[config.mk]
export PLATFORM = sky130hd
export DESIGN_NAME = indexed_list_engine_flat
export DESIGN_NICKNAME = d
export VERILOG_FILES = /design/src/hdl/ile_pkg.sv /design/src/hdl/ile_stream_if.sv /design/src/hdl/ile_cell.sv /design/src/hdl/indexed_list_engine.sv /design/src/flat_wrapper.sv
export SDC_FILE = /design/constraint.sdc
export NUM_CORES = 1
export LEC_CHECK = 0
export ABC_CLOCK_PERIOD_IN_PS = 7850
export BUFFER_PORTS_ARGS = -buffer_cell sky130_fd_sc_hd__buf_2
export CAP_MARGIN = 0
export CORE_MARGIN = 1.5
export CORE_UTILIZATION = 40
export DETAILED_ROUTE_END_ITERATION = 8
export PLACE_DENSITY_LB_ADDON = 0.3
export SLEW_MARGIN = 20
export SYNTH_ARGS = -nofsm -noshare
export SYNTH_HDL_FRONTEND = slang
export SYNTH_SLANG_ARGS = --single-unit
[constraint.sdc]
create_clock -name i_clk -period 7.85 [get_ports i_clk]
set_clock_uncertainty 0.1 [all_clocks]
set_input_delay 1.57 -clock i_clk [delete_from_list [all_inputs] [get_ports i_clk]]
set_output_delay 1.57 -clock i_clk [all_outputs]
set_load 0.05 [all_outputs]
[src/hdl/ile_pkg.sv]
package ile_pkg;

    // Field widths fixed by the item layout
    localparam int DATA_W   = 32;
    localparam int INDEX_W  = 4;
    localparam int OP_W     = 2;
    localparam int STATUS_W = 2;

    // Default list depth
    localparam int DEPTH_DEF = 16;

    // Operation codes
    typedef logic [OP_W-1:0] t_op;
    localparam t_op OP_APPEND = 2'd0;
    localparam t_op OP_GET    = 2'd1;
    localparam t_op OP_REMOVE = 2'd2;

    // Status codes
    typedef logic [STATUS_W-1:0] t_status;
    localparam t_status ST_OK       = 2'd0;
    localparam t_status ST_FULL     = 2'd1;
    localparam t_status ST_BADINDEX = 2'd2;

    // Per-cell control from the list controller
    typedef struct packed {
        logic wr_en;
        logic shift_en;
    } t_cell_ctl;

endpackage

[src/hdl/ile_stream_if.sv]
// Request channel: one list operation per item
interface ile_req_if;
    logic                               valid;
    logic                               ready;
    logic [ile_pkg::OP_W-1:0]           op;
    logic signed [ile_pkg::DATA_W-1:0]  value;
    logic [ile_pkg::INDEX_W-1:0]        index;

    modport source (output valid, output op, output value, output index, input ready);
    modport sink   (input valid, input op, input value, input index, output ready);
endinterface

// Response channel: one result per request
interface ile_rsp_if #(
    parameter int COUNT_W = $clog2(ile_pkg::DEPTH_DEF + 1)
);
    logic                               valid;
    logic                               ready;
    logic signed [ile_pkg::DATA_W-1:0]  data;
    logic [COUNT_W-1:0]                 count;
    logic [ile_pkg::STATUS_W-1:0]       status;

    modport source (output valid, output data, output count, output status, input ready);
    modport sink   (input valid, input data, input count, input status, output ready);
endinterface

[src/hdl/ile_cell.sv]
// One list position: load on append, take the upper neighbor on remove.
module ile_cell (
    input  logic                        i_clk,
    input  ile_pkg::t_cell_ctl          i_ctl,
    input  logic [ile_pkg::DATA_W-1:0]  i_wr_data,
    input  logic [ile_pkg::DATA_W-1:0]  i_next_data,
    output logic [ile_pkg::DATA_W-1:0]  o_data
);

    logic [ile_pkg::DATA_W-1:0] r_data;

    // Hold unless loaded or shifted down
    always_ff @(posedge i_clk) begin
        if (i_ctl.wr_en) begin
            r_data <= i_wr_data;
        end else if (i_ctl.shift_en) begin
            r_data <= i_next_data;
        end
    end

    assign o_data = r_data;

endmodule

[src/hdl/indexed_list_engine.sv]
// Ordered list of up to DEPTH signed 32-bit entries held in a row of cells.
// i_req carries one operation per item: append (value), get (index) or
// remove (index). o_rsp returns exactly one item per request: the entry read,
// removed or appended, the entry count after the operation, and a status
// (ok, list full, index not below count). Refused operations leave the list
// unchanged and return data 0; the unused op code returns status ok, data 0.
// A request accepted at one edge is registered and shows on o_rsp after that
// edge. Throughput is one item per cycle while the receiver keeps up: every
// cell updates in the same cycle, a remove shifting each later entry down one
// cell at once, and the read comes from a one-of-sixteen select over the
// front cells. The response register frees as it is taken, so a new request
// is accepted while the held result is consumed; when the receiver stalls,
// the result holds and i_req.ready stays low until it is taken.
// Reset (synchronous, active low) empties the list and drops any pending
// result; cell contents are not cleared, since only entries below the count
// are ever read.
module indexed_list_engine #(
    parameter int DEPTH   = ile_pkg::DEPTH_DEF,
    parameter int COUNT_W = $clog2(DEPTH + 1)
) (
    input  logic        i_clk,
    input  logic        i_rst_n,
    ile_req_if.sink     i_req,
    ile_rsp_if.source   o_rsp
);

    localparam int CMP_W = (COUNT_W > ile_pkg::INDEX_W) ? COUNT_W : ile_pkg::INDEX_W;
    localparam int N_SEL = (DEPTH < (2 ** ile_pkg::INDEX_W)) ? DEPTH
                                                            : (2 ** ile_pkg::INDEX_W);

    logic [COUNT_W-1:0]            r_count;
    logic [COUNT_W-1:0]            n_count;
    logic                          r_rsp_valid;
    logic [ile_pkg::DATA_W-1:0]    r_rsp_data;
    logic [ile_pkg::DATA_W-1:0]    n_rsp_data;
    logic [COUNT_W-1:0]            r_rsp_count;
    ile_pkg::t_status              r_rsp_status;
    ile_pkg::t_status              n_rsp_status;

    logic                          w_accept;
    logic                          w_do_append;
    logic                          w_do_remove;
    logic                          w_full;
    logic                          w_in_range;
    logic [CMP_W-1:0]              w_cnt_x;
    logic [CMP_W-1:0]              w_idx_x;
    logic [ile_pkg::DATA_W-1:0]    w_rd_data;
    logic [ile_pkg::DATA_W-1:0]    w_cell_data [DEPTH];

    assign i_req.ready = !r_rsp_valid || o_rsp.ready;
    assign w_accept    = i_req.valid && i_req.ready;

    assign w_cnt_x    = CMP_W'(r_count);
    assign w_idx_x    = CMP_W'(i_req.index);
    assign w_full     = (r_count == COUNT_W'(DEPTH));
    assign w_in_range = (w_idx_x < w_cnt_x);

    // Select the entry at the requested index from the front cells
    always_comb begin
        w_rd_data = '0;
        for (int k = 0; k < N_SEL; k++) begin
            if (i_req.index == ile_pkg::INDEX_W'(k)) begin
                w_rd_data = w_rd_data | w_cell_data[k];
            end
        end
    end

    // Decode the operation
    always_comb begin
        w_do_append  = 1'b0;
        w_do_remove  = 1'b0;
        n_count      = r_count;
        n_rsp_data   = '0;
        n_rsp_status = ile_pkg::ST_OK;
        case (i_req.op)
            ile_pkg::OP_APPEND: begin
                if (w_full) begin
                    n_rsp_status = ile_pkg::ST_FULL;
                end else begin
                    w_do_append = w_accept;
                    n_count     = r_count + COUNT_W'(1);
                    n_rsp_data  = i_req.value;
                end
            end
            ile_pkg::OP_GET: begin
                if (!w_in_range) begin
                    n_rsp_status = ile_pkg::ST_BADINDEX;
                end else begin
                    n_rsp_data = w_rd_data;
                end
            end
            ile_pkg::OP_REMOVE: begin
                if (!w_in_range) begin
                    n_rsp_status = ile_pkg::ST_BADINDEX;
                end else begin
                    w_do_remove = w_accept;
                    n_count     = r_count - COUNT_W'(1);
                    n_rsp_data  = w_rd_data;
                end
            end
            default: begin
                n_rsp_status = ile_pkg::ST_OK;
            end
        endcase
    end

    // Row of cells, each fed by its upper neighbor
    for (genvar k = 0; k < DEPTH; k++) begin : g_cell
        localparam logic [CMP_W-1:0] K_POS  = CMP_W'(k);
        localparam logic [CMP_W-1:0] K_NEXT = CMP_W'(k + 1);
        ile_pkg::t_cell_ctl         w_ctl;
        logic [ile_pkg::DATA_W-1:0] w_next;

        assign w_ctl.wr_en    = w_do_append && (w_cnt_x == K_POS);
        assign w_ctl.shift_en = w_do_remove && (K_POS >= w_idx_x) && (K_NEXT < w_cnt_x);

        if (k == DEPTH - 1) begin : g_last
            assign w_next = '0;
        end else begin : g_mid
            assign w_next = w_cell_data[k + 1];
        end

        ile_cell u_cell (
            .i_clk       (i_clk),
            .i_ctl       (w_ctl),
            .i_wr_data   (i_req.value),
            .i_next_data (w_next),
            .o_data      (w_cell_data[k])
        );
    end

    // Track the entry count and the response valid flag
    always_ff @(posedge i_clk) begin
        if (!i_rst_n) begin
            r_count     <= '0;
            r_rsp_valid <= 1'b0;
        end else begin
            if (w_accept) begin
                r_count     <= n_count;
                r_rsp_valid <= 1'b1;
            end else if (o_rsp.ready) begin
                r_rsp_valid <= 1'b0;
            end
        end
    end

    // Capture the response payload
    always_ff @(posedge i_clk) begin
        if (w_accept) begin
            r_rsp_data   <= n_rsp_data;
            r_rsp_count  <= n_count;
            r_rsp_status <= n_rsp_status;
        end
    end

    assign o_rsp.valid  = r_rsp_valid;
    assign o_rsp.data   = r_rsp_data;
    assign o_rsp.count  = r_rsp_count;
    assign o_rsp.status = r_rsp_status;

endmodule

[src/flat_wrapper.sv]
// flat-port wrapper written by rule: the top's interface ports become plain ports
module indexed_list_engine_flat 
#(
    parameter int DEPTH   = ile_pkg::DEPTH_DEF,
    parameter int COUNT_W = $clog2(DEPTH + 1)
)
  (i_clk, i_rst_n, i_req_valid, i_req_op, i_req_value, i_req_index, i_req_ready, o_rsp_valid, o_rsp_data, o_rsp_count, o_rsp_status, o_rsp_ready);
  ile_req_if i_req_i ();
  ile_rsp_if #(.COUNT_W(COUNT_W)) o_rsp_i ();
  input  logic i_clk;
  input  logic i_rst_n;
  input wire logic [$bits(i_req_i.valid)-1:0] i_req_valid;
  input wire logic [$bits(i_req_i.op)-1:0] i_req_op;
  input wire logic [$bits(i_req_i.value)-1:0] i_req_value;
  input wire logic [$bits(i_req_i.index)-1:0] i_req_index;
  output wire logic [$bits(i_req_i.ready)-1:0] i_req_ready;
  output wire logic [$bits(o_rsp_i.valid)-1:0] o_rsp_valid;
  output wire logic [$bits(o_rsp_i.data)-1:0] o_rsp_data;
  output wire logic [$bits(o_rsp_i.count)-1:0] o_rsp_count;
  output wire logic [$bits(o_rsp_i.status)-1:0] o_rsp_status;
  input wire logic [$bits(o_rsp_i.ready)-1:0] o_rsp_ready;
  assign i_req_i.valid = i_req_valid;
  assign i_req_i.op = i_req_op;
  assign i_req_i.value = i_req_value;
  assign i_req_i.index = i_req_index;
  assign i_req_ready = i_req_i.ready;
  assign o_rsp_valid = o_rsp_i.valid;
  assign o_rsp_data = o_rsp_i.data;
  assign o_rsp_count = o_rsp_i.count;
  assign o_rsp_status = o_rsp_i.status;
  assign o_rsp_i.ready = o_rsp_ready;
  indexed_list_engine #(.DEPTH(DEPTH), .COUNT_W(COUNT_W)) u_core (.i_clk(i_clk), .i_rst_n(i_rst_n), .i_req(i_req_i), .o_rsp(o_rsp_i));
endmodule
== Word level (Yosys, flattened, before mapping) ==
Cells that the tools add are included.

* Input port bits: 42
* Word-level logic and storage cells: 239
* Flip-flop bits (word level): 557

* Reduce and logical (&&, ||, !) cells: 72
* Add/subtract/negate cells: 2
* Bitwise operators: 15
* Equal/unequal tests: 33
* Magnitude comparators: 33
* Multiplexer cells: 63

{| class="wikitable"
|+ Operators with widths
! operator !! count
|-
| 32-bit 2-to-1 mux || 50
|-
| 32-bit OR || 15
|-
| 32-bit case mux with 2 select lines || 1
|-
| 1-bit logical AND || 49
|-
| 5-bit by 4-bit == test with 1-bit output, second input constant || 8
|-
| 4-bit by 5-bit < comparator with 1-bit output, first input constant || 8
|-
| 2-bit nonzero test || 17
|-
| 4-bit == test, second input constant || 8
|-
| 4-bit >= comparator, first input constant || 8
|-
| 5-bit by 3-bit == test with 1-bit output, second input constant || 4
|-
| 3-bit by 5-bit < comparator with 1-bit output, first input constant || 4
|-
| 4-bit by 3-bit == test with 1-bit output, second input constant || 4
|-
| 3-bit by 4-bit >= comparator with 1-bit output, first input constant || 4
|-
| 5-bit by 2-bit == test with 1-bit output, second input constant || 2
|-
| 2-bit by 5-bit < comparator with 1-bit output, first input constant || 2
|-
| 5-bit 2-to-1 mux || 2
|-
| 5-bit case mux with 2 select lines || 1
|-
| 4-bit by 2-bit == test with 1-bit output, second input constant || 2
|-
| 1-bit by 4-bit >= comparator with 1-bit output, first input constant || 2
|-
| 2-bit by 4-bit >= comparator with 1-bit output, first input constant || 2
|-
| 1-bit 2-to-1 mux || 7
|-
| 5-bit by 1-bit adder with 5-bit output, second input constant || 1
|-
| 5-bit by 1-bit == test with 1-bit output, second input constant || 1
|-
| 5-bit == test, second input constant || 1
|-
| 15 further kinds || 15
|}

== Depth between registers and ports, before layout ==
* Depth after elaboration: 34
* Gate-level depth with buffers: 11

== By module ==
A second synthesis with hierarchy kept.

* Cell total of the unflattened synthesis: 1,902
* Area, all modules: 30,795.8 um^2

{| class="wikitable"
|+ Modules (own cells, without submodules)
! module !! cells each !! times used !! area an instance (um^2)
|-
| ile_cell || 69 || 16 || 1,507.7
|-
| indexed_list_engine || 798 || 1 || 6,672.6
|}

== Worst setup path before layout ==
OpenSTA, ideal clock, no wires.

* Path type: input-to-reg
* Start point: in o_rsp_ready
* End point: reg u_core.g_cell[10].u_cell.r_data (netlist bit u_core.g_cell[10].u_cell.o_data[0]), enable pin
* Setup slack: 578 ps
* Path buffers: 2
* Arrival time: 6,707 ps
* Library setup time: 466 ps
* Stages on the path: 8
* Data required time: 7,284 ps
* Cell sequence: nand2b_1 > nand2_1 > inv_1 > buf_2 > buf_1 > nand3_1 > o31a_1 > o21ai_0

* Word-level cells in the longest chain between the ends: 7

{| class="wikitable"
|+ RTL lines
! what !! line !! RTL
|-
| from (decl) || flat_wrapper.sv:21 || <nowiki>input wire logic [$bits(o_rsp_i.ready)-1:0] o_rsp_ready;</nowiki>
|-
| 1-bit logical OR (*) || indexed_list_engine.sv:50 || <nowiki>assign i_req.ready = !r_rsp_valid || o_rsp.ready;</nowiki>
|-
| 1-bit logical AND (*) || indexed_list_engine.sv:51 || <nowiki>assign w_accept = i_req.valid && i_req.ready;</nowiki>
|-
| via u_core.w_accept || indexed_list_engine.sv:40 || <nowiki>logic w_accept;</nowiki>
|-
| 1-bit 2-to-1 mux || indexed_list_engine.sv:93 || <nowiki>if (!w_in_range) begin</nowiki>
|-
| 1-bit 2-to-1 mux || indexed_list_engine.sv:75 || <nowiki>case (i_req.op)</nowiki>
|-
| 1-bit logical AND (2 in series) || indexed_list_engine.sv:115 || <nowiki>assign w_ctl.shift_en = w_do_remove && (K_POS >= w_idx_x) && (K_NEXT < w_cnt_x);</nowiki>
|-
| 2-bit nonzero test (no line) (*) || -- ||
|-
| to (signal assigned) || ile_cell.sv:15 || <nowiki>r_data <= i_wr_data;</nowiki>
|-
| to (signal assigned) || ile_cell.sv:17 || <nowiki>r_data <= i_next_data;</nowiki>
|-
| to (decl) || ile_cell.sv:10 || <nowiki>logic [ile_pkg::DATA_W-1:0] r_data;</nowiki>
|}

The timed path passes the listed nets; every way through them passes the cells marked *.
A chain may end at the register's enable or synchronous reset.

== Worst setup path after layout ==
* Start point: in i_req_index[2]
* End point: reg u_core.g_cell[4].u_cell.r_data (netlist bit u_core.g_cell[4].u_cell.o_data[14]), enable pin

* Word-level cells in the longest chain between the ends: 6

{| class="wikitable"
|+ RTL lines
! what !! line !! RTL
|-
| from (decl) || flat_wrapper.sv:15 || <nowiki>input wire logic [$bits(i_req_i.index)-1:0] i_req_index;</nowiki>
|-
| 4-bit by 5-bit < comparator with 1-bit output || indexed_list_engine.sv:56 || <nowiki>assign w_in_range = (w_idx_x < w_cnt_x);</nowiki>
|-
| 1-bit 2-to-1 mux || indexed_list_engine.sv:93 ||
|-
| 1-bit 2-to-1 mux || indexed_list_engine.sv:75 ||
|-
| 1-bit logical AND (*) (2 in series) || indexed_list_engine.sv:115 ||
|-
| 2-bit nonzero test (no line) (*) || -- ||
|-
| to (signal assigned) || ile_cell.sv:15 ||
|-
| to (signal assigned) || ile_cell.sv:17 ||
|-
| to (decl) || ile_cell.sv:10 ||
|}

Every way passes the cells marked *; elsewhere a longest branch is shown, timed or not.

==> impl_results.rst <==
.. list-table::
   :header-rows: 1

   * - Metric
     - Value
   * - Status
     - finished, final reports clean
   * - Number of antenna violations at the first check in global routing
     - 2
   * - Via count of the first global-routing pass
     - 17837
   * - Leakage dissipation
     - 10.4 nW
   * - Inserted Clock Buffers
     - 58
   * - Io pins
     - 83
   * - Count of nets after finishing
     - 1966
   * - Number of buffer and inverter stages on the critical path
     - 2
   * - Number of distinct library cell variants in the gate-level netlist after synthesis
     - 56
   * - Clock network latency to the later pin of the worst-skew pair
     - 0.62 ns
   * - Post-route non-filler standard cell count
     - 2900
   * - Largest delay contributor family on the critical path
     - simple AND/OR/NAND/NOR gates
   * - Area Overhead vs Synth
     - 12.2%
   * - Max Buffers Root-to-Sink
     - 3
   * - Most common cell after layout, fill and taps aside
     - sky130_fd_sc_hd__edfxtp_1
   * - Worst-path clk slew
     - 0.06 ns
   * - Ratio of cells with drive above 1 in the final layout
     - 40.6%
   * - Pwr/cell area
     - 208 mW/mm^2
   * - Core region area
     - 0.0699 sq mm
   * - Count of unresolved DRC violations after routing
     - 0
   * - Seq/Total Area, Yosys
     - 59.1%
   * - Arrival time reported for the critical path endpoint
     - 5.40 ns
   * - Mean instance size in the synthesized netlist
     - 14.8 sq um
   * - Total wirelength of the detailed-routed design
     - 79300 um
   * - Share of total power in sequential cells
     - 50.3%
   * - Synth Warn #
     - 0
   * - Metal1 wirelength
     - 33200 um
   * - Count of hold buffers inserted by post-cts repair
     - 0
   * - Die Span Y
     - 268 um
   * - Class of the worst hold path
     - register to register
   * - Longest individual stage delay on the worst path
     - 1.03 ns
   * - Setup-violating endpoint count in the final report
     - 0
   * - Starting Density
     - 40.3%
   * - Worst-case headroom to the max-slew limit
     - 21.7%
   * - Wirelength per Cell
     - 27.4 um
   * - Max VDD drop
     - 0.194 mV
   * - Total half-perimeter wirelength after legalization and detailed placement
     - 47900 um
   * - Highest Signal Layer
     - met5
   * - Clock root cell
     - sky130_fd_sc_hd__clkbuf_16
   * - Synth async-reset ratio
     - 0%
   * - Share of the clock period used by the worst path
     - 66.0%
   * - Final Slew Violations
     - 0
   * - Timing-limited maximum frequency
     - 193 MHz
   * - Global-route wire length before repair
     - 119000 um
   * - Number of register bits inferred by synthesis
     - 557
   * - Number of I/O port buffers
     - 82
   * - Syn nets
     - 1957
   * - Count of instances resized after the clock tree is built
     - 0
   * - Highest fanout seen on the critical path
     - 68
   * - Global-route usage over all layers
     - 22.2%
   * - Crit path cell chain
     - buf_4 > ha_1 > o21a_1 > nor2_1 > nor3_2 > or3_1 > o31ai_4 > buf_12
   * - Clock tree from TritonCTS
     - done
   * - Design Power
     - 6.58 mW
   * - Proportion of power drawn by combinational gates
     - 7.7%
   * - Final count of hold timing violations
     - 0
   * - Kind of launch point of the worst setup path
     - input pin
   * - Count of vias placed by the detailed router
     - 17295
   * - Unrepaired setup endpoints after global routing
     - no
   * - Clock tree sinks
     - 557
   * - Switching power total
     - 1.54 mW
   * - Area of the mapped netlist
     - 0.0282 sq mm
   * - Die W
     - 268 um
   * - Fraction of power consumed by the clock network
     - 42.0%
   * - Worst slew pin tran
     - 1.17 ns
   * - Number of detailed-routing iterations run before antenna repair
     - 5
   * - Routed length on met3
     - 4830 um
   * - Cell with the largest stage delay on the worst path
     - sky130_fd_sc_hd__o31ai_4
   * - Sort of element at the end of the critical path
     - register
   * - Standard-cell row count
     - 97
   * - WP data required
     - 8.07 ns
   * - Internal Power
     - 5.03 mW
   * - Total setup buffers inserted after CTS
     - 0
   * - Die area
     - 0.0721 sq mm
   * - Setup Total Neg Slack
     - 0 ns
   * - CTS HTree Levels
     - 2
   * - Initial DRC count
     - 1559
   * - Number of max-cap violations
     - 0
   * - Top FF cell, synth
     - sky130_fd_sc_hd__edfxtp_1
   * - Number of flops mapped to enable cells by yosys
     - 551
   * - Via/cell ratio
     - 5.96
   * - Remaining global-route overflow
     - 0
   * - Sum of met2 wire segment lengths after detailed routing
     - 39200 um
   * - Global placer's final weighted congestion
     - 0.849
   * - Most used cells in the layout excluding fill and tap cells
     - sky130_fd_sc_hd__edfxtp_1 (551), sky130_fd_sc_hd__mux2_2 (483), sky130_fd_sc_hd__nand2_1 (106)
   * - Placed Cells incl. Taps
     - 2792
   * - Antenna Nets Post-Route
     - 0
   * - Pin count of the biggest net entering global routing
     - 80
   * - Kind of critical path
     - input pin to register
   * - Sw Ratio
     - 23.5%
   * - Post-synthesis cell count
     - 1904
   * - Minimum period implied by the final worst setup slack
     - 5.18 ns
-- final cells by class --
cell class / count / area, sq um
Inverter: 10 / 37.5
Multi-Input combinational cell: 1158 / 11000
Timing Repair Buffer: 128 / 826
Antenna cell: 1 / 2.50
Clock inverter: 35 / 352
Sequential cell: 557 / 16700
Fill cell: 6257 / 38300
Clock buffer: 71 / 1520
Tap cell: 940 / 1180
-- worst register-to-register path, delay by kind of cell (launching register included) --
kind                       cells  cell delay (ns)
AOI/OAI and AO/OA              2             1.23
DFF                            1             0.76
and+or+nand+nor                3             1.31
buffers and inverters          2             0.63
adders and majority gates      1             0.38
-- Yosys cell counts (3+ instances only) --
library cell | instances | area share, %
sky130_fd_sc_hd__buf_2 | 15 | 0.27
sky130_fd_sc_hd__nor4_1 | 34 | 0.75
sky130_fd_sc_hd__clkbuf_1 | 141 | 1.9
sky130_fd_sc_hd__nand3_1 | 18 | 0.32
sky130_fd_sc_hd__dfxtp_1 | 6 | 0.43
sky130_fd_sc_hd__and3_1 | 35 | 0.78
sky130_fd_sc_hd__and2_1 | 5 | 0.11
sky130_fd_sc_hd__a211oi_1 | 63 | 1.7
sky130_fd_sc_hd__o22ai_1 | 35 | 0.78
sky130_fd_sc_hd__mux2i_1 | 35 | 1.2
sky130_fd_sc_hd__o31ai_1 | 39 | 1.0
sky130_fd_sc_hd__o21ai_0 | 50 | 0.89
sky130_fd_sc_hd__ha_1 | 11 | 0.49
sky130_fd_sc_hd__nor2b_1 | 65 | 1.4
sky130_fd_sc_hd__buf_1 | 20 | 0.27
sky130_fd_sc_hd__mux4_2 | 64 | 5.1
sky130_fd_sc_hd__buf_6 | 3 | 0.12
sky130_fd_sc_hd__o21ai_1 | 4 | 0.071
sky130_fd_sc_hd__nand2b_1 | 5 | 0.11
sky130_fd_sc_hd__mux2_2 | 483 | 19
sky130_fd_sc_hd__a21oi_1 | 6 | 0.11
sky130_fd_sc_hd__inv_1 | 10 | 0.13
sky130_fd_sc_hd__nor2_1 | 16 | 0.21
sky130_fd_sc_hd__nand4_1 | 7 | 0.16
sky130_fd_sc_hd__nand2_1 | 111 | 1.5
sky130_fd_sc_hd__edfxtp_1 | 551 | 59
sky130_fd_sc_hd__a22oi_1 | 34 | 0.91
-- registers in the layout, indices dropped and copies added, names as in the netlist --
register and count:
u_core.g_cell.u_cell.o_data 512, u_core.o_rsp.status 2, u_core.o_rsp.data 32, u_core.o_rsp.count 5
u_core.r_count 5, u_core.o_rsp.valid 1
-- final timing paths --
check	startpoint	slack (ns)	endpoint	cells past startpoint
setup / recovery	i_req_index[2]	2.67	u_core.g_cell[4].u_cell.o_data[14]	8
hold / removal	u_core.g_cell[10].u_cell.o_data[29]	0.47	u_core.g_cell[9].u_cell.o_data[29]	1
setup reg to reg	u_core.r_count[2]	3.14	u_core.g_cell[4].u_cell.o_data[14]	8
hold reg to reg	u_core.g_cell[10].u_cell.o_data[29]	0.47	u_core.g_cell[9].u_cell.o_data[29]	1
-- power groups by stage --
| stage | Combinational, mW | Sequential, mW | Clock [mW] |
|---|---|---|---|
| after floorplan | 0.266 | 3.42 | 0 |
| after global placement | 0.497 | 3.37 | 0 |
| after detailed placement | 0.505 | 3.37 | 0 |
| after CTS | 0.506 | 3.31 | 2.82 |
| after global routing | 0.536 | 3.31 | 2.93 |
| final | 0.506 | 3.31 | 2.76 |
-- stage by stage --
step	setup WS (ns)	cell area (sq um)	utilization (%)	hold slack [ns]
detailed placement	2.04	29700	42.5	0.455
global placement	2.09	29700	42.4	0.447
floorplan	0.578	28200	-	0.444
finish	2.67	31600	45.2	0.469
global route	2.47	31600	45.2	0.484
CTS	2.66	31600	45.2	0.470
-- logic make-up (layout without fill, tap and decap cells) --
| logic type | after synthesis | in the layout | synth area share [%] |
|---|---|---|---|
| compound gates | 252 | 252 | 6.15 |
| fa+ha+maj | 11 | 11 | 0.488 |
| buf+inv | 189 | 244 | 2.66 |
| flops | 557 | 557 | 59.1 |
| mux | 582 | 582 | 25.7 |
| other cells | 0 | 1 | 0 |
| simple gates | 313 | 313 | 5.90 |
-- metal layers --
layer  GRT usage, %  vias to the layer above
li1               -                     7574
met3           3.56                      123
met2           37.3                      605
met1           29.5                     8991
met4           6.74                        2
met5              0                        -
No activity file was read; power rests on OpenSTA's default activity.
